`src/hdl/psd_pkg.sv`:
```
// ----------------------------------------------------------------------------
// psd_pkg: shared widths, types and helpers
// Widths follow the coordinate width, plus the cell state carried
// along the square root and divider chains.
// ----------------------------------------------------------------------------
package psd_pkg;

  // coordinate, difference, quotient, radicand, dividend and output widths
  localparam int CW  = 25;
  localparam int DW  = CW + 1;
  localparam int QW  = DW + 1;
  localparam int RW  = 2 * DW;
  localparam int DVW = DW + QW;
  localparam int PW  = QW + 1;
  localparam int OW  = CW + 2;

  typedef logic signed [CW-1:0] coord_t;
  typedef logic signed [DW-1:0] diff_t;

  // state of one square root cell: radicand bits left, partial remainder, root
  typedef struct packed {
    logic [RW-1:0]   rad;
    logic [DW+1:0]   rem;
    logic [DW-1:0]   root;
  } sqrt_st_t;

  // state of one divider cell: remainder, dividend bits left, quotient, divisor
  typedef struct packed {
    logic [DW-1:0] rem;
    logic [QW-1:0] low;
    logic [QW-1:0] quo;
    logic [DW-1:0] dvs;
  } div_st_t;

  // per-item side data that rides along the front part of the pipe
  typedef struct packed {
    coord_t [2:0]           p;
    coord_t [2:0]           s;
    coord_t [2:0]           e;
    logic   [2:0][DW-1:0]   dmag;
    logic   [2:0]           dneg;
    logic                   dtneg;
    logic signed [PW-1:0]   proj;
    logic   [DW-1:0]        len;
    logic                   pre_start;
    logic                   beyond;
  } side_t;

  // per-item data for the final distance part of the pipe
  typedef struct packed {
    coord_t [2:0]         p;
    coord_t [2:0]         sel;
    logic signed [PW-1:0] proj;
    logic                 outside;
  } tail_t;

  // clamp the projection to the output width
  function automatic logic signed [OW-1:0] sat_proj(input logic signed [PW-1:0] v);
    logic signed [OW-1:0] r;
    if (!v[PW-1] && (v[PW-2:OW-1] != '0)) begin
      r = {1'b0, {(OW-1){1'b1}}};
    end else if (v[PW-1] && (v[PW-2:OW-1] != '1)) begin
      r = {1'b1, {(OW-1){1'b0}}};
    end else begin
      r = v[OW-1:0];
    end
    return r;
  endfunction

endpackage

```
`src/hdl/psd_sqrt_cell.sv`:
```
// ----------------------------------------------------------------------------
// psd_sqrt_cell: one digit of an integer square root
// Brings in two radicand bits, tries the next root bit and hands the
// updated remainder and root to the next cell.
// ----------------------------------------------------------------------------
module psd_sqrt_cell (
  input  logic               clk,
  input  logic               en,
  input  psd_pkg::sqrt_st_t  st_i,
  output psd_pkg::sqrt_st_t  st_r
);

  logic [psd_pkg::DW+3:0] cur;
  logic [psd_pkg::DW+3:0] trial;
  logic [psd_pkg::DW+3:0] diff;
  logic                   take;
  psd_pkg::sqrt_st_t      st_nxt;

  // try the next root bit
  always_comb begin
    cur    = {st_i.rem, st_i.rad[psd_pkg::RW-1:psd_pkg::RW-2]};
    trial  = {2'b00, st_i.root, 2'b01};
    diff   = cur - trial;
    take   = (cur >= trial);
    st_nxt.rad  = {st_i.rad[psd_pkg::RW-3:0], 2'b00};
    st_nxt.rem  = take ? diff[psd_pkg::DW+1:0] : cur[psd_pkg::DW+1:0];
    st_nxt.root = {st_i.root[psd_pkg::DW-2:0], take};
  end

  // advance when the pipe moves
  always_ff @(posedge clk) begin
    if (en) begin
      st_r <= st_nxt;
    end
  end

endmodule

```
`config.mk`:
```
export PLATFORM = sky130hd
export DESIGN_NAME = psd_sqrt_cell
export DESIGN_NICKNAME = d
export VERILOG_FILES = /design/src/hdl/psd_pkg.sv /design/src/hdl/psd_sqrt_cell.sv
export SDC_FILE = /design/constraint.sdc
export NUM_CORES = 1
export LEC_CHECK = 0
export BUFFER_PORTS_ARGS = -buffer_cell sky130_fd_sc_hd__buf_2
export CAP_MARGIN = 20
export CORE_UTILIZATION = 45
export DETAILED_ROUTE_END_ITERATION = 8
export PLACE_DENSITY = 0.79
export SKIP_CTS_REPAIR_TIMING = 1
export SLEW_MARGIN = 20
export SYNTH_ARGS = -nofsm -noshare
export SYNTH_HDL_FRONTEND = slang
export SYNTH_SLANG_ARGS = --single-unit
```
`constraint.sdc`:
```
create_clock -name clk -period 3.4 [get_ports clk]
set_input_delay 0.34 -clock clk [delete_from_list [all_inputs] [get_ports clk]]
set_output_delay 0.34 -clock clk [all_outputs]
set_load 0.03 [all_outputs]
```
==> flow_summary.toml, run 1 <==
[status]
status = "complete, no violations"

[placed_design]
io_buffers = 211
place_ws_ps = 373
globalplace.congestion = 0.882
hpwlAfterDp_um = 9900

[critical_path]
cp_top_family = "compound AO/OA/AOI/OAI gates"
worstPathArrival_ps = 2890
required_ps = 3590
start_kind = "input pin"
crit_path_end_kind = "flop"
crit_fanout = 36
path_class = "input pin to flop"
path_cells = "buf_2 > inv_1 > ha_1 > nor2b_1 > o21ai_1 > a2111o_1 > nand3b_1 > a311o_2 > o21ba_4 > buf_4 > nor2_1 > a21oi_2"
max_stage_delay_ps = 480
worst-path-buf-inv = 3
crit_slowest_cell = "o21ba_4"

[synthesis]
yosysTopAreaCell = "edfxtp_1"
postSynthCellCount = 406
yosysWarnings = 0
synth-seq-cells = 104
yosys_most_used_dff = "edfxtp_1"
syn_area_per_cell_um2 = 12.5
yosysTopAreaCellShare = 0.616
synth_area_leaders = "edfxtp_1 62%, ha_1 6.9%, a21oi_1 3.8%"
ys_seq_area_frac = 0.616
synth_edf_count = 104
yosysUniqueCellTypes = 54
netlist_area_um2 = 5070
ys_async_sr_fraction = 0

[timing]
worst_slew_margin_rel = 0.542
finalSetupTns_ps = 0
worst_pin_slew_ps = 686
setup_ws_ps = 702
min_period_ps = 2700
setup-violations-final = 0
maxClockFrequency_ghz = 0.371
slew_violations = 0
fin_crit_sh = 0.794
grt_setup_unrepaired = "false"
finalHoldViolCount = 0

[min_path]
min_to = "st_r[84]"
hold_start = "st_i[82]"
worstHoldPathCells = 1
hold_class = "input pin to flop"

[floorplan]
initial_core_util = 0.464
boundaryPins = 214
placementRows = 38
die_w_um = 108
dieArea_um2 = 11700
core_area_um2 = 10900
die_h_um = 108

[routing]
top_layer = "met4"
wl_met3_um = 1030
num_vias = 3924
drtPass1Iterations = 4
drt-initial-drc-count = 202
drtAntennaViolNets = 0
met2_length_um = 6310
routed_wl_um = 12600
route.detailed.wl_per_inst_um = 16.5
met1_length_um = 5160
vias_per_cell = 5.13
remaining_drc_errors = 0

[clock_tree]
cts_tree = "built"
path_clk_slew_ps = 70
cts_max_path_buffers = 2
cts_root_buf = "clkbuf_16"
htreeDepth = 3
numCtsBuffers = 9
clock-sinks = 104

[global_routing]
grt_pass1_wl_um = 18800
grt_max_degree = 53
grtUsageTotal = 0.213
antenna_found_initial = 0
grt.overflow.total = 0
grt_pass1_vias = 3864

[finish]
antenna_cells = 0
top_register = "st_r"
reg_top3 = "st_r (104)"
largest_reg_flops = 104
layout.nets = 756
finish.utilization = 0.599
syn_to_final_growth_pct = 29.1
layout-drive-gt1-share = 0.398

[power_and_ir_drop]
p_leak_nw = 2.97
max-vdd-ir-drop_uv = 230
power.density_nw_per_um2 = 541

[job]
cap_violations = 0
## stage by stage
step                      hold slack [ps]  std cells  area (um^2)  total power, mW
after floorplan                       439        407         5080             2.24
after global placement                516        749         6250             2.51
after detailed placement              519        749         6250             2.52
after CTS                             158        765         6550             3.58
after global routing                  156        765         6550             3.70
final                                 174        765         6550             3.55
## logic make-up after synthesis
group,count (synthesis),share of synthesized area
muxes,6,0.0168
buffers and inverters,51,0.0456
AOI/OAI and AO/OA,99,0.126
DFF,104,0.616
other,1,0.000739
and+or+nand+nor,95,0.0880
xor gates and xnor gates,22,0.0380
adders and majority gates,28,0.0691
## worst max-delay path by stage
stage	startpoint	to	slack [ps]	depth (start not counted)
CTS	st_i[0]	st_r[39]	720	11
floorplan	st_i[2]	st_r[30]	800	10
finish	st_i[0]	st_r[42]	700	12
global route	st_i[0]	st_r[40]	450	12
detailed placement	st_i[0]	st_r[39]	370	11
global placement	st_i[0]	st_r[43]	440	11
## routing by layer
layer | vias up | global-route usage
li1 | 1917 | -
met1 | 1843 | 0.251
met2 | 153 | 0.383
met3 | 11 | 0.0555
met4 | 0 | 0.0568
met5 | - | 0
## cells in the mapped netlist, types with 2 or more instances
| cell type | number |
|---|---|
| nand3_1 | 4 |
| a21o_1 | 7 |
| or3_1 | 6 |
| nand4_1 | 7 |
| o211ai_1 | 2 |
| a21oi_1 | 39 |
| a21oi_2 | 2 |
| nand2_1 | 22 |
| or2_2 | 4 |
| o21bai_1 | 2 |
| xor2_1 | 8 |
| buf_2 | 5 |
| o21ai_1 | 2 |
| inv_1 | 38 |
| a31o_2 | 3 |
| o21ai_0 | 16 |
| xnor2_1 | 14 |
| nand2b_1 | 3 |
| and3_1 | 4 |
| o21a_1 | 5 |
| a221o_1 | 2 |
| buf_6 | 3 |
| edfxtp_1 | 104 |
| buf_4 | 3 |
| a31oi_1 | 3 |
| a21boi_0 | 2 |
| nor2_1 | 37 |
| nor2b_1 | 2 |
| mux2_4 | 5 |
| ha_1 | 28 |
## placed cells by master, fill, tap and decap left out, drive strengths merged, types with 3 or more instances in the layout
master / Yosys / final
a21o: 7 / 7
a21oi: 41 / 41
a31o: 3 / 3
a31oi: 3 / 3
and3: 4 / 4
buf: 11 / 214
clkbuf: 1 / 10
edfxtp: 104 / 104
ha: 28 / 28
inv: 39 / 42
mux2: 5 / 5
nand2: 22 / 22
nand2b: 3 / 3
nand3: 4 / 4
nand4: 7 / 7
nor2: 37 / 37
o21a: 5 / 5
o21ai: 18 / 18
or2: 4 / 4
or3: 6 / 6
xnor2: 14 / 14
xor2: 8 / 8
## layout make-up
type	instances	area [um^2]
clock buffers	10	229
multi-input cells	252	1720
clock inverters	6	73.8
repair buffers	214	1080
flip-flops and latches	104	3120
inverters	39	146
well taps	140	175
fillers	927	4380
## power by group
| part | internal, mW | switching [mW] | total (mW) |
|---|---|---|---|
| combinational | 0.307 | 0.584 | 0.891 |
| sequential | 1.57 | 0.0314 | 1.60 |
| clock | 0.582 | 0.472 | 1.05 |
| total | 2.46 | 1.09 | 3.55 |
(Power assumes the default switching activity.)
==> inputs of run 2 (changes only) <==
ABC_AREA = 1   (was unset)
PLACE_DENSITY = 0.8   (was 0.79)
clock period = 2.2 ns   (was 3.4 ns; I/O delays follow)
==> flow_summary.toml, run 2 <==
[clock_tree]
cts_max_path_buffers = 2
numCtsBuffers = 9
cts_root_buf = "clkbuf_16"
clock-sinks = 104
cts_tree = "built"
path_clk_slew_ps = 70
htreeDepth = 3

[critical_path]
crit_slowest_cell = "ha_1"
worst-path-buf-inv = 3
crit_top_cell = "nand2_1"
cp.depth = 12
crit_fanout = 27
cp_top_family = "simple AND/OR/NAND/NOR gates"
crit_path_end = "st_r[43]"
worstPathArrival_ps = 1940
path_cells = "buf_2 > inv_1 > ha_1 > nand2_1 > nor2_1 > nand2_1 > inv_1 > nand3_2 > nand3_2 > nand2_4 > nand3_1 > nand2_1"
cp-startpoint = "st_i[16]"
start_kind = "input pin"
max_stage_delay_ps = 350
crit_path_end_kind = "flop"
required_ps = 2300
path_class = "input pin to flop"

[synthesis]
synth_common_cells = "222 x nand2_1, 130 x inv_1, 104 x edfxtp_1, 55 x nand3_1, 31 x nor2_1"
yosys_most_used_dff = "edfxtp_1"
ys_seq_area_frac = 0.530
ys_async_sr_fraction = 0
postSynthCellCount = 664
yosysUniqueCellTypes = 31
syn_area_per_cell_um2 = 8.88
netlist_area_um2 = 5890
synth_area_leaders = "edfxtp_1 53%, nand2_1 14%, inv_1 8.3%"
yosysTopAreaCell = "edfxtp_1"
yosysTopAreaCellShare = 0.530
post-synth-top-count-cell = "nand2_1"
yosysWarnings = 0
synth_edf_count = 104
synth-seq-cells = 104

[timing]
min_period_ps = 1840
setup-violations-final = 0
fin_crit_sh = 0.838
finalHoldViolCount = 0
setup_ws_ps = 357
finalSetupTns_ps = 0
grt_setup_unrepaired = "false"
slew_violations = 0
maxClockFrequency_ghz = 0.542
worst_hold_slack_ps = 40.6

[floorplan]
die_w_um = 116
boundaryPins = 214
placementRows = 41
core_area_um2 = 12700
dieArea_um2 = 13600
initial_core_util = 0.465
die_h_um = 116

[routing]
top_layer = "met4"
drt-initial-drc-count = 366
wl_met3_um = 1110
met2_length_um = 7380
met1_length_um = 6080
drtAntennaViolNets = 0
vias_per_cell = 4.67
num_vias = 5003
drtPass1Iterations = 7
routed_wl_um = 14800
remaining_drc_errors = 0
route.detailed.wl_per_inst_um = 13.8

[finish]
layout-drive-gt1-share = 0.304
final_common_cell = "nand2_1"
syn_to_final_growth_pct = 27.7
multi_input_area_um2 = 2180
filler_cell_count = 1146
seq_area_um2 = 3120
top_register = "st_r"
mostFrequentLayoutCells = "222 x nand2_1, 210 x buf_2, 130 x inv_1"
layout.nets = 1029
largest_reg_flops = 104
reg_top3 = "st_r (104)"

[power_and_ir_drop]
p_leak_nw = 3.92
max-vdd-ir-drop_uv = 357
power.density_nw_per_um2 = 728

[placed_design]
hpwlAfterDp_um = 11700
place_ws_ps = 18.3
io_buffers = 211
globalplace.congestion = 0.952

[global_routing]
grt.overflow.total = 0
grt_max_degree = 42
grtUsageTotal = 0.221
grt_pass1_wl_um = 22800
antenna_found_initial = 1
grt_pass1_vias = 4712

[job]
cap_violations = 0

[status]
status = "complete, no violations"

[min_path]
hold_class = "input pin to flop"
worstHoldPathCells = 1
hold_start = "st_i[79]"
==> run 2: changes by cell type in the layout (fill, tap and decap cells not counted), sizes merged, moves of 12 or more <==
cell / delta
a21oi: -26
nand3: +66
xnor2: -12
nand2: +208
buf: +14
inv: +92
o21ai: -15
==> run 2: metal layers <==
metal,up-vias,track usage
met2,183,0.396
met3,17,0.0420
met1,2217,0.270
li1,2586,-
met5,-,0
met4,0,0.0641
==> run 2: worst min-delay path by stage <==
| stage | slack, ps | endpoint |
|---|---|---|
| detailed placement | 400 | st_r[81] |
| floorplan | 320 | st_r[100] |
| global route | 30 | st_r[58] |
| CTS | 30 | st_r[58] |
| global placement | 400 | st_r[68] |
| finish | 40 | st_r[81] |
==> run 2: metrics by stage <==
stage	total power, mW	instance area [um^2]	util	cells
global route	5.73	7520	0.594	1071
global placement	3.94	7230	0.571	1054
floorplan	3.47	5900	-	665
CTS	5.51	7520	0.594	1070
finish	5.47	7520	0.594	1071
detailed placement	3.96	7230	0.571	1054
==> run 2: kinds of logic (layout without fill, tap and decap cells) <==
| logic type | after synthesis | in the layout | share of synthesized area |
|---|---|---|---|
| other | 1 | 3 | 0.000636 |
| buffers and inverters | 141 | 374 | 0.101 |
| AOI/OAI and AO/OA | 21 | 21 | 0.0191 |
| and+or+nand+nor | 357 | 357 | 0.272 |
| xor gates and xnor gates | 12 | 12 | 0.0178 |
| adders and majority gates | 28 | 28 | 0.0594 |
| DFF | 104 | 104 | 0.530 |
==> run 2: layout make-up <==
| type | instances | share of cell area |
|---|---|---|
| Inverter | 130 | 0.0649 |
| Timing Repair Buffer | 228 | 0.163 |
| Tap cell | 172 | 0.0286 |
| Multi-Input combinational cell | 420 | 0.290 |
| Clock buffer | 10 | 0.0304 |
| Sequential cell | 104 | 0.415 |
| Clock inverter | 6 | 0.00832 |
| Antenna cell | 1 | 0.000333 |
==> run 2: power by group <==
part	switching, mW	internal (mW)	total [mW]
clock network	0.757	0.800	1.56
logic	0.999	0.462	1.46
registers	0.0432	2.41	2.46
total	1.80	3.68	5.47
