$ cat config.mk
export PLATFORM = sky130hd
export DESIGN_NAME = psd_div_cell
export DESIGN_NICKNAME = d
export VERILOG_FILES = /design/src/hdl/psd_pkg.sv /design/src/hdl/psd_div_cell.sv
export SDC_FILE = /design/constraint.sdc
export NUM_CORES = 1
export LEC_CHECK = 0
export BUFFER_PORTS_ARGS = -buffer_cell sky130_fd_sc_hd__buf_2
export CORE_MARGIN = 2
export CORE_UTILIZATION = 44
export DETAILED_ROUTE_END_ITERATION = 16
export PLACE_DENSITY = 0.77
export SLEW_MARGIN = 20
export SYNTH_ARGS = -nofsm -noshare
export SYNTH_HDL_FRONTEND = slang
export SYNTH_SLANG_ARGS = --single-unit
$ cat constraint.sdc
create_clock -name clk -period 3 [get_ports clk]
set_clock_uncertainty 0.15 [all_clocks]
set_input_delay 0.45 -clock clk [delete_from_list [all_inputs] [get_ports clk]]
set_output_delay 0.45 -clock clk [all_outputs]
set_load 0.03 [all_outputs]
$ cat src/hdl/psd_pkg.sv
// ----------------------------------------------------------------------------
// psd_pkg: shared widths, types and helpers
// Widths follow the coordinate width, plus the cell state carried
// along the square root and divider chains.
// ----------------------------------------------------------------------------
package psd_pkg;

  // coordinate, difference, quotient, radicand, dividend and output widths
  localparam int CW  = 25;
  localparam int DW  = CW + 1;
  localparam int QW  = DW + 1;
  localparam int RW  = 2 * DW;
  localparam int DVW = DW + QW;
  localparam int PW  = QW + 1;
  localparam int OW  = CW + 2;

  typedef logic signed [CW-1:0] coord_t;
  typedef logic signed [DW-1:0] diff_t;

  // state of one square root cell: radicand bits left, partial remainder, root
  typedef struct packed {
    logic [RW-1:0]   rad;
    logic [DW+1:0]   rem;
    logic [DW-1:0]   root;
  } sqrt_st_t;

  // state of one divider cell: remainder, dividend bits left, quotient, divisor
  typedef struct packed {
    logic [DW-1:0] rem;
    logic [QW-1:0] low;
    logic [QW-1:0] quo;
    logic [DW-1:0] dvs;
  } div_st_t;

  // per-item side data that rides along the front part of the pipe
  typedef struct packed {
    coord_t [2:0]           p;
    coord_t [2:0]           s;
    coord_t [2:0]           e;
    logic   [2:0][DW-1:0]   dmag;
    logic   [2:0]           dneg;
    logic                   dtneg;
    logic signed [PW-1:0]   proj;
    logic   [DW-1:0]        len;
    logic                   pre_start;
    logic                   beyond;
  } side_t;

  // per-item data for the final distance part of the pipe
  typedef struct packed {
    coord_t [2:0]         p;
    coord_t [2:0]         sel;
    logic signed [PW-1:0] proj;
    logic                 outside;
  } tail_t;

  // clamp the projection to the output width
  function automatic logic signed [OW-1:0] sat_proj(input logic signed [PW-1:0] v);
    logic signed [OW-1:0] r;
    if (!v[PW-1] && (v[PW-2:OW-1] != '0)) begin
      r = {1'b0, {(OW-1){1'b1}}};
    end else if (v[PW-1] && (v[PW-2:OW-1] != '1)) begin
      r = {1'b1, {(OW-1){1'b0}}};
    end else begin
      r = v[OW-1:0];
    end
    return r;
  endfunction

endpackage

$ cat src/hdl/psd_div_cell.sv
// ----------------------------------------------------------------------------
// psd_div_cell: one step of restoring division
// Shifts one dividend bit into the remainder, subtracts the divisor when
// it fits and appends the quotient bit.
// ----------------------------------------------------------------------------
module psd_div_cell (
  input  logic              clk,
  input  logic              en,
  input  psd_pkg::div_st_t  st_i,
  output psd_pkg::div_st_t  st_r
);

  logic [psd_pkg::DW:0] cur;
  logic [psd_pkg::DW:0] diff;
  logic                 take;
  psd_pkg::div_st_t     st_nxt;

  // compare and subtract
  always_comb begin
    cur  = {st_i.rem, st_i.low[psd_pkg::QW-1]};
    diff = cur - {1'b0, st_i.dvs};
    take = (cur >= {1'b0, st_i.dvs});
    st_nxt.rem = take ? diff[psd_pkg::DW-1:0] : cur[psd_pkg::DW-1:0];
    st_nxt.low = {st_i.low[psd_pkg::QW-2:0], 1'b0};
    st_nxt.quo = {st_i.quo[psd_pkg::QW-2:0], take};
    st_nxt.dvs = st_i.dvs;
  end

  // advance when the pipe moves
  always_ff @(posedge clk) begin
    if (en) begin
      st_r <= st_nxt;
    end
  end

endmodule

==> results of run 1 <==
-- Yosys cell counts (6+ instances only) --
master,number
nand2_1,17
inv_1,33
nand4_1,7
o21ai_0,15
a21o_1,6
ha_1,26
xnor2_1,9
edfxtp_1,105
xor2_1,12
a21oi_1,18
nor3_1,8
mux2_4,18
nor2_1,11
mux2_2,7
-- area by class of cell --
class | count | area (um2) | share of cell area [%]
multi-input cells | 209 | 1760 | 25.3
repair buffers | 258 | 1440 | 20.7
flip-flops and latches | 105 | 3150 | 45.4
inverters | 33 | 124 | 1.78
well taps | 143 | 179 | 2.57
clock buffers | 9 | 225 | 3.24
clock inverters | 6 | 73.8 | 1.06
-- final timing paths --
path | from | end | slack [ns] | depth (start not counted)
worst max-delay path | st_i[79] | st_r[102] | 0.17 | 12
worst min-delay path | st_i[46] | st_r[47] | 0.12 | 1
-- kinds of logic after synthesis --
| family | Yosys count |
|---|---|
| flip-flops | 105 |
| AO/OA/AOI/OAI | 68 |
| AND/OR/NAND/NOR | 65 |
| buffers and inverters | 43 |
| adder cells (fa/ha/maj) | 27 |
| multiplexers | 27 |
| XOR/XNOR | 21 |
| other | 1 |
-- layer usage --
metal / vias to the layer above / GRT usage (%) / wire (um)
met5: - / 0 / 7
li1: 1868 / - / -
met4: 2 / 6.26 / 166
met1: 1835 / 24.1 / 5180
met3: 14 / 6.70 / 925
met2: 154 / 35.8 / 6520
-- through the flow --
step | total power [W] | hold slack, ns
final | 0.00411 | 0.122
after global routing | 0.00427 | 0.108
after CTS | 0.00414 | 0.110
after detailed placement | 0.00295 | 0.478
after global placement | 0.00292 | 0.477
after floorplan | 0.00256 | 0.399
-- power by group --
part / internal [W] / total [W] / switching (W) / leakage, nW
sequential: 0.00179 / 0.00183 / 0.0000361 / 1.03
clock: 0.000654 / 0.00118 / 0.000529 / 0.147
combinational: 0.000437 / 0.00110 / 0.000660 / 1.97
total: 0.00288 / 0.00411 / 0.00122 / 3.15
-- timing repair --
action | CTS | global route
endpoints found under the setup margin | 0 | 4
hold buffers | 0 | 0
gates resized for setup | 0 | 4
==> flow_results.org, run 1 <==
** Status
- Outcome :: completed

** Critical path
- The worst setup path is captured at a flip-flop.
- The worst setup path is launched from an input pin.
- Data required time of the critical path :: a little under 3 ns
- WS Path Type :: input pin to flip-flop
- Largest fanout of any net on the critical path :: 4
- At the worst endpoint, the arrival time is 2.78 ns.
- For this run, the slowest stage of the critical path takes 0.43 ns.
- Count of buffering cells on the critical path with inverters included :: 3
- Dominant cell type by count on the critical path :: inv_1
- The kind of cell with the highest combined delay along the critical path is compound AO/OA/AOI/OAI gates.
- Slowest CP cell :: fa_1
- Cells traversed along the worst timing path :: buf_2 -> inv_1 -> ha_1 -> inv_1 -> fa_1 -> a211oi_2 -> nor4_1 -> nor2_1 -> a211o_1 -> o311ai_1 -> xor2_1 -> mux2_4

** Clocking
- The clock net in this run drives a total of 105 sinks.
- TritonCTS built the clock tree.
- Number of H-tree branching levels :: 3
- The tree is rooted in a clkbuf_16.
- Clock-pin slew on the worst setup and hold paths :: 0.07 ns
- Number of setup buffers added after CTS :: 0
- Buffers inserted during clock tree synthesis total 9.
- Buffers from clock root to sink, at most :: 2

** Placement
- Summed over all nets, the half-perimeter wirelength after detailed placement is ~10,000 um.
- Final weighted congestion in routability-driven placement :: 0.840
- In this run, placement finished with an instance count of ~750.
- Post-DP Area :: 6640 um2
- Dpl ws :: -0.248 ns
- Number of I/O port buffers :: 211

** Finish
- The repair_antennas step left the layout with diodes totalling 0.
- The library cells used most frequently in the layout, excluding fill and tap cells, are buf_2 (210), edfxtp_1 (105), buf_4 (46).
- Fraction of the core area covered by cells at the end of the flow :: 61.1%
- Final instance area :: 6950 um2
- The register with the most flip-flops in the layout has 105 of them.
- In the final layout, the share of cells above drive strength 1 is 50.0%.
- Count of placed standard cells in the final layout, fillers left out :: 763
- The area growth from synthesis to layout is 36.3%.
- FILL cells :: 910
- Total Nets Final :: 751
- The largest registers in the layout are st_r x105.
- Leaving out fill and tap cells, the most frequent cell in the layout is buf_2.
- More flip-flops sit in one register than any other, and that register is st_r.

** Die
- During I/O placement, the number of pins put on the boundary was 214.
- Once the floorplan was initialized, standard cells occupied 44.8% of the core.
- The die covers between 10,000 and 15,000 um2.
- In this run the vertical extent of the chip is about 110 um.
- Die X-Extent :: roughly 110 um
- The core region is 11,400 um2.
- Core Rows :: 39

** Timing
- Worst Max-Slew Pin Slew :: 0.561 ns
- RSZ-0062 raised after global routing :: false
- The worst pin sits at a relative slew slack of 62.6%.
- Final Setup Violations :: 0
- Derived from the worst setup path, the maximum achievable clock frequency is 353 MHz.
- Final Hold Vio Count :: 0
- Period Utilization, post-route :: 94.4%
- Adding up every negative setup slack in the final design gives 0 ns.
- The max-slew violation total from the final report was 0.
- Final worst slack :: 0.168 ns
- The clock period could shrink to 2.83 ns.

** Logic synthesis
- For this run, the leading register cell type out of synthesis is edfxtp_1.
- Synthesized-area fraction occupied by ao, oa, aoi and oai cells :: about a tenth
- By area, the combinational part of the netlist is dominated by compound AO/OA/AOI/OAI gates.
- Mapped Area :: 5100 um2
- The synthesized design spends more area on one cell type than any other, namely edfxtp_1.
- Distinct cells, synth :: 54
- By area the synthesized netlist is led by edfxtp_1 (62%), ha_1 (6.4%), mux2_4 (5.3%).
- The average instance in the mapped netlist occupies about 14 um2.
- Summing the areas of all and, or, nand and nor instances in the mapped netlist gives 6.55% of the synthesized area.
- Synthesis produced a netlist with a net count of between 400 and 500.
- Counting every instance in the synthesized netlist gives 357.
- Of the total synthesized cell area, the portion taken by full adders, half adders and majority gates is 6.77%.
- In the synthesized netlist, mux cells make up under 10% of the area.
- Sequential elements use 61.8% of the synthesized area.
- The synthesized design contains 105 enable-type register cells.
- Counting flops with an async set or reset pin after synthesis yields a share of 0%.
- Number of synthesized register bits :: 105
- The synthesized design devotes to its leading area cell type between 60% and 70% of total area.
- The Yosys step of the flow raised 0 warnings.
- Area share of xor/xnor cells in the synthesized design :: around 3.6%

** GRT
- Total Routing Usage GR :: 20.5%
- The number of global-route vias before repair is 3,953.
- Initial antenna violation count :: 1
- Final global-route overflow total :: 0
- Pin count of the biggest net entering global routing :: 67
- First-pass GRT wire length :: 19,900 um

** Route
- Post-detailed-route count of antenna-violating nets :: 0
- Routed wire length per instance :: 16.8 um
- Detailed-router iteration count before antenna repair :: 4
- The routed layout has 3,873 vias.
- After detailed routing, the number of remaining DRC violations is 0.
- In this run, the number of DRC markers left after iteration 0 of detailed routing was about 240.
- Final Routed Wirelength :: approximately 13,000 um
- Using the TritonRoute via totals, the vias-per-cell ratio works out to 5.08.

** Pwr
- Power spread over the standard cell area amounts to 591 nW/um2.
- Worst voltage drop across the vdd grid :: 0.000465 V
- For this design the static power due to leakage is 3.15 nW.

** Flow run
- Across the run, the number of max-cap violations was 0.

** Min path
- Class of the tightest hold or removal check :: input pin to flip-flop
Note: power is estimated with default switching activity, not from simulation.
==> run 2, diff against run 1 <==
--- a/config.mk
+++ b/config.mk
@@ -7,5 +7,6 @@
 export LEC_CHECK = 0
-export BUFFER_PORTS_ARGS = -buffer_cell sky130_fd_sc_hd__buf_2
+export BUFFER_PORTS_ARGS = -buffer_cell sky130_fd_sc_hd__clkbuf_2
 export CORE_MARGIN = 2
 export CORE_UTILIZATION = 44
+export CTS_CLUSTER_DIAMETER = 40
 export DETAILED_ROUTE_END_ITERATION = 16
==> constraint.sdc (replaced) <==
create_clock -name clk -period 3 [get_ports clk]
set_clock_uncertainty 0.15 [all_clocks]
set_input_delay 0.6 -clock clk [delete_from_list [all_inputs] [get_ports clk]]
set_output_delay 0.6 -clock clk [all_outputs]
set_load 0.03 [all_outputs]
==> run 2 against run 1 <==
Die area unchanged. Final cell count up 2.6%. Clock-buffer cell count grew 1. Sequential cell count is the same. Setup slack got worse by 0.048 ns. Fmax shrank 1.7%. Wire length rose by 3.3%. Via count rose by 2.0%. Combinational power about the same. Core utilization increased by 1.6 points. Non-clock buffer count up 19. Sequential share of layout area is 1.1 points lower. Highest routed layer is now met4.
==> flow_results.org, run 2 (synthesized netlist as in run 1, its figures left out) <==
** Timing
- The slew at the pin closest to its max-slew limit came to 0.561 ns (about the same).
- The headroom to the max-slew limit was 62.6% (about the same).
- Final Hold Vio Count :: 0 (unchanged)
- The final-layout setup total negative slack came to 0 ns (unchanged).
- The final critical-path required period came to 2.88 ns (was 2.83 ns).
- Period Utilization, post-route :: 96.0% (was 94.4%)
- The max-slew violation total from the final report came to 0 (unchanged).
- Final Setup Violations :: 0 (unchanged)
- Top achievable clock speed :: 347 MHz (was 353 MHz)

** Die
- Core Rows :: 39 (unchanged)
- Top Ports :: 214 (unchanged)
- Core outline area :: 11,400 um2 (unchanged)
- Die area :: 12,500 um2 (unchanged)
- The die outline width came to 112 um (unchanged).
- Chip height :: 112 um (unchanged)
- The starting density of the core came to 44.8% (unchanged).

** Clocking
- Sinks on Clock Net :: 105 (unchanged)
- The H-tree depth came to 3 (unchanged).
- The clock-pin slew reported for the worst setup and hold paths after clock tree synthesis is 0.07 ns (about the same).
- CTS tree :: yes (unchanged)
- The worst-case clock buffer depth came to 2 (unchanged).
- Number of buffers created by CTS :: 9 (unchanged)
- The clock tree root driver cell was clkbuf_16 (unchanged).

** Flow run
- The max-cap violation count was 0 (unchanged).

** Critical path
- Count of buffering cells on the critical path with inverters included :: 3 (unchanged)
- The slowest cell on the critical path is ha_1 (was fa_1).
- WS Path Type :: input pin to flip-flop (unchanged)
- The worst path required time is 2.95 ns (about the same).
- Largest fanout of any net on the critical path :: 5 (was 4)
- Launching element type of the critical path :: input pin (unchanged)
- The kind of capture point of the worst setup path was a flip-flop (unchanged).
- Cells traversed along the worst timing path: clkbuf_2 -> inv_1 -> ha_1 -> nand3_1 -> nor4_1 -> nor2_1 -> buf_4 -> a211o_1 -> o311ai_2 -> xor2_1 -> mux2_4 (was buf_2 -> inv_1 -> ha_1 -> inv_1 -> fa_1 -> a211oi_2 -> nor4_1 -> nor2_1 -> a211o_1 -> o311ai_1 -> xor2_1 -> mux2_4).
- The worst endpoint data arrival time was 2.83 ns (was 2.78 ns).
- Critical Path Max Stage Delay :: 0.37 ns (was 0.43 ns)
- Kind of cell adding the most delay to the critical path :: compound AO/OA/AOI/OAI gates (unchanged)

** GRT
- The wire length of the first global-routing pass is 21,000 um (was 19,900 um).
- Via count of the first global-routing pass :: 4,123 (was 3,953)
- Initial antenna violation count :: 0 (was 1)
- Pin count of the biggest net entering global routing :: 106 (was 67)
- The final global-route overflow total was 0 (unchanged).
- Total Routing Usage GR :: 21.6% (was 20.5%)

** Route
- The overall via count from detail_route is 3,949 (was 3,873).
- The DRC marker count from the first detailed-route iteration was 297 (was 241).
- Final Routed Wirelength :: 13,200 um (was 12,800 um)
- The first-pass iteration count of the detailed router was 4 (unchanged).
- The post-detailed-route wirelength per cell came to 16.9 um (was 16.8 um).
- DRC violations left :: 0 (unchanged)
- Post-detailed-route count of antenna-violating nets :: 0 (unchanged)
- The via-per-instance ratio is 5.04 (was 5.08).

** Finish
- The commonest non-fill, non-tap cell in the layout is clkbuf_2 (was buf_2).
- The number of nets in the layout came to 770 (was 751).
- Share of post-route cells with drive strength above 1 :: 52.5% (was 50.0%)
- The diode insertion count for antenna repair is 0 (unchanged).
- Leading cell types in the layout, fill and taps excluded :: clkbuf_2 (210), edfxtp_1 (105), buf_4 (65) (was buf_2 (210), edfxtp_1 (105), buf_4 (46))
- Largest registers: st_r x105 (unchanged).
- Largest reg by FF count :: st_r (unchanged)
- The layout overhead on the synthesized area was 39.9% (was 36.3%).
- The final core utilization came to 62.7% (was 61.1%).
- Number of flip-flops under the largest register name :: 105 (unchanged)

** Pwr
- The leakage power summed over all cells was 3.27 nW (was 3.15 nW).
- The total power per unit cell area was 574 nW/um2 (was 591 nW/um2).
- Worst voltage drop across the vdd grid :: 0.000447 V (was 0.000465 V)

** Placement
- Final weighted congestion in routability-driven placement :: 0.885 (was 0.840)
- The number of input and output port buffers inserted is 211 (unchanged).
- Half-perimeter wire length of the detailed placement result :: 10,400 um (was 10,000 um)

** Status
- Outcome: completed (unchanged).

** Min path
- The classification of the worst-slack hold path is input pin to flip-flop (unchanged).
## run 2: cell count changes in the layout (fill, tap and decap cells not counted), sizes merged
cell      previous run  this run
clkinv               2         1
bufinv               1         0
clkbuf               9       220
clkinvlp             0         2
buf                258        67
## run 2: path summary, 6_finish.rpt
| path | endpoint | depth (start not counted) | from |
|---|---|---|---|
| min | st_r[33] | 1 | st_i[32] |
| max | st_r[102] | 11 | st_i[9] |
## run 2: layout make-up
| cell class | instances | area (um2) |
|---|---|---|
| tap | 143 | 179 |
| inverter | 33 | 129 |
| clock buffer | 10 | 229 |
| sequential | 105 | 3150 |
| timing repair buffer | 277 | 1580 |
| multi-input combinational | 209 | 1800 |
| fill | 892 | 4240 |
| clock inverter | 6 | 60.1 |
## run 2: per-layer routing
| metal | part of all wire, % | vias to the layer above | track usage, % | wire [um] |
|---|---|---|---|---|
| li1 | - | 1904 | - | - |
| met1 | 38 | 1864 | 24.1 | 5010 |
| met2 | 52 | 160 | 38.8 | 6910 |
| met3 | 7.4 | 21 | 7.02 | 979 |
| met4 | 2.4 | 0 | 7.57 | 315 |
| met5 | 0 | - | 0 | 0 |
## run 2: report_power, final
part / internal (W) / leakage, nW / switching, W
Clock: 0.000582 / 0.134 / 0.000544
Sequential: 0.00179 / 1.03 / 0.0000425
Combinational: 0.000463 / 2.11 / 0.000672
## run 2: what timing repair did
action | in CTS | in global routing
endpoints found under the setup margin | 1 | 7
hold buffers | 0 | 0
resized for setup | 2 | 4
endpoints found under the hold margin | 0 | 0
pin swaps | 0 | 4
buffers inserted | 0 | 2
## run 2: through the flow
stage | power, W | cell area (um2) | std cells | hold WS, ns | setup WS [ns]
floorplan | 0.00256 | 5150 | 357 | 0.549 | -0.0531
global placement | 0.00295 | 6800 | 765 | 0.628 | -0.332
detailed placement | 0.00299 | 6800 | 765 | 0.629 | -0.450
CTS | 0.00412 | 7100 | 781 | 0.256 | 0.0514
global route | 0.00426 | 7130 | 783 | 0.256 | -0.00458
finish | 0.00409 | 7130 | 783 | 0.269 | 0.120
==> run 3, diff against run 2 <==
CORE_UTILIZATION = 45   (was 44)
CTS_BUF_LIST = sky130_fd_sc_hd__clkbuf_4   (was not set)
PLACE_DENSITY = 0.82   (was 0.77)
SLEW_MARGIN = 5   (was 20)
==> run 3 against run 2 <==
Clock-buffer cell count is the same. Clock power decreased by 41%. Wire length fell by 1.4%. Worst hold slack got worse by 0.14 ns. Fmax down 1.6%. Critical path depth rose by 1. Sequential power hardly changed. Non-clock buffer count decreased by 7. Via count down 0.41%. Highest routed layer unchanged. Final area is 3.5% lower.
==> flow_results.org, run 3 (synthesized netlist as in run 1, its figures left out) <==
** Die
- Initial Utilization :: 46.6% (was 44.8%)
- The standard cell core area was 10,900 um2 (was 11,400 um2).
- Top Ports :: 214 (unchanged)
- The die outline width is 110 um (was 112 um).
- Chip height :: 110 um (was 112 um)
- The row count was 38 (was 39).
- Die area :: 12,200 um2 (was 12,500 um2)

** Critical path
- Cells traversed along the worst timing path: clkbuf_2 -> inv_1 -> ha_1 -> inv_1 -> fa_1 -> a211oi_2 -> nor4_1 -> nor2_1 -> a211o_1 -> o311ai_1 -> xor2_1 -> mux2_4 (was clkbuf_2 -> inv_1 -> ha_1 -> nand3_1 -> nor4_1 -> nor2_1 -> buf_4 -> a211o_1 -> o311ai_2 -> xor2_1 -> mux2_4).
- Dominant cell type by count on the critical path :: inv_1
- Slowest CP cell :: o311ai_1 (was ha_1)
- WS Path Type :: input pin to flip-flop (unchanged)
- The kind of capture point of the worst setup path is a flip-flop (unchanged).
- The longest individual stage delay on the worst path was 0.45 ns (was 0.37 ns).
- The startpoint type of the worst setup path is an input pin (unchanged).
- The buffering stage count on the worst path with inverters included came to 3 (unchanged).
- Launch point of the worst path :: st_i[79] (was st_i[9])
- Data required time of the critical path :: 3.10 ns (was 2.95 ns)
- Arr. time, crit path :: 3.03 ns (was 2.83 ns)
- The highest fanout seen on the critical path came to 4 (was 5).
- The kind of cell adding the most delay to the critical path was compound AO/OA/AOI/OAI gates (unchanged).

** Timing
- Final Setup Violations :: 0 (unchanged)
- Worst Max-Slew Pin Slew :: 0.654 ns (was 0.561 ns)
- The final critical-path required period is 2.93 ns (was 2.88 ns).
- The maximum clock rate was 342 MHz (was 347 MHz).
- Period Utilization, post-route :: 97.5% (was 96.0%)
- The max-slew violation total from the final report is 0 (unchanged).
- Slew margin rel. :: 56.1% (was 62.6%)
- The number of hold violations in the final report was 0 (unchanged).
- The final worst setup slack came to 0.0740 ns (was 0.120 ns).
- Worst hold slack :: 0.131 ns (was 0.269 ns)
- RSZ-0062 raised after global routing :: false

** Pwr
- Worst voltage drop across the vdd grid :: 0.000340 V (was 0.000447 V)
- Leakage power of the design :: 3.16 nW (was 3.27 nW)
- Power per standard cell area :: 524 nW/um2 (was 574 nW/um2)
- The post-route total power was 0.00361 W (was 0.00409 W).

** Finish
- Largest reg by FF count :: st_r (unchanged)
- Share of post-route cells with drive strength above 1 :: 51.3% (was 52.5%)
- The commonest non-fill, non-tap cell in the layout is clkbuf_2 (unchanged).
- Total Nets Final :: 763 (was 770)
- Leading cell types in the layout, fill and taps excluded :: clkbuf_2 (210), edfxtp_1 (105), buf_4 (58) (was clkbuf_2 (210), edfxtp_1 (105), buf_4 (65))
- The flip-flop count of the largest register after layout was 105 (unchanged).
- Final instance area :: 6880 um2 (was 7130 um2)
- Antenna fix cells :: 0 (unchanged)
- Largest registers :: st_r x105 (unchanged)
- The final cell count without fillers was 773 (was 783).
- The layout overhead on the synthesized area is 35.0% (was 39.9%).

** Placement
- The global placement routability congestion is 0.861 (was 0.885).
- Number of placed cells counting well taps :: 757 (was 765)
- The placed standard-cell area came to 6760 um2 (was 6800 um2).
- The minimum setup slack after placement is -0.442 ns (was -0.450 ns).
- Number of I/O port buffers :: 211 (unchanged)
- The sum of net half-perimeters after detailed placement is 10,200 um (was 10,400 um).

** GRT
- Pin count of the biggest net entering global routing :: 106 (unchanged)
- Total Routing Usage GR :: 21.4% (was 21.6%)
- The wire length of the first global-routing pass is 20,600 um (was 21,000 um).
- Via count of the first global-routing pass :: 4,010 (was 4,123)
- The final global-route overflow total was 0 (unchanged).
- The initial antenna violation count came to 0 (unchanged).

** Route
- The overall via count from detail_route came to 3,933 (was 3,949).
- Routed wire length per instance :: 16.9 um (about the same)
- The DRC violation count after routing was 0 (unchanged).
- The DRC marker count from the first detailed-route iteration is 316 (was 297).
- The total wirelength of the detailed-routed design was 13,000 um (was 13,200 um).
- Drt via density :: 5.09 (was 5.04)
- The remaining antenna violation count after routing was 0 (unchanged).
- Detailed-router iteration count before antenna repair :: 4 (unchanged)

** Status
- Outcome: completed (unchanged).

** Clocking
- The clock-pin slew reported for the worst setup and hold paths after clock tree synthesis is 0.16 ns (was 0.07 ns).
- Number of setup buffers added after CTS :: 0 (unchanged)
- Buffers from clock root to sink, at most :: 2 (unchanged)
- CTS tree :: yes (unchanged)
- Buffer cell driving the clock tree root :: clkbuf_4 (was clkbuf_16)
- The TritonCTS sink count was 105 (unchanged).
- Number of H-tree branching levels :: 3 (unchanged)
- The number of buffers created by CTS is 9 (unchanged).

** Min path
- Count of cells along the worst hold path :: 1 (unchanged)
- The classification of the worst-slack hold path was input pin to flip-flop (unchanged).
- Hold endpoint :: st_r[27] (was st_r[33])
- Launch instance of the worst min-delay path :: st_i[26] (was st_i[32])

** Flow run
- Max-cap viol count :: 0 (unchanged)
[run 3: where the power goes]
group | leakage [nW] | switching [W] | total [W] | internal (W)
clock network | 0.0608 | 0.000482 | 0.000664 | 0.000182
logic | 2.08 | 0.000666 | 0.00111 | 0.000449
registers | 1.03 | 0.0000400 | 0.00183 | 0.00179
total | 3.16 | 0.00119 | 0.00361 | 0.00242
[run 3: worst max path at each step]
| stage | endpoint | slack, ns | cells past startpoint |
|---|---|---|---|
| global placement | st_r[102] | -0.31 | 12 |
| CTS | st_r[102] | 0.03 | 12 |
| global route | st_r[98] | 0.02 | 12 |
| finish | st_r[102] | 0.07 | 12 |
| detailed placement | st_r[102] | -0.44 | 12 |
| floorplan | st_r[100] | -0.05 | 10 |
[run 3: timing repair]
item / 4_1_cts / 5_1_grt
gates resized for setup: 0 / 2
hold buffers: 0 / 0
setup endpoints to repair: 0 / 3
[run 3: per-layer routing]
| layer | global-route usage, % | part of all wire (%) | up-vias |
|---|---|---|---|
| met5 | 0 | 0 | - |
| met4 | 9.25 | 2.5 | 0 |
| met3 | 5.27 | 7.2 | 24 |
| met2 | 36.8 | 51 | 162 |
| met1 | 25.6 | 39 | 1860 |
| li1 | - | - | 1887 |
[run 3: stage by stage]
step | utilization (%) | TNS [ns]
3_3_place_gp | 61.8 | -4.62
3_5_place_dp | 61.8 | -5.68
5_1_grt | 62.9 | 0
6_report | 62.9 | 0
4_1_cts | 62.9 | 0
2_1_floorplan | - | -0.837
[run 3: layout make-up]
cell class                 count  area, um2
clock inverter                 6       41.3
timing repair buffer         270       1530
clock buffer                  10       75.1
multi-input combinational    209       1780
inverter                      33        129
tap                          140        175
fill                         838       4050
sequential                   105       3150
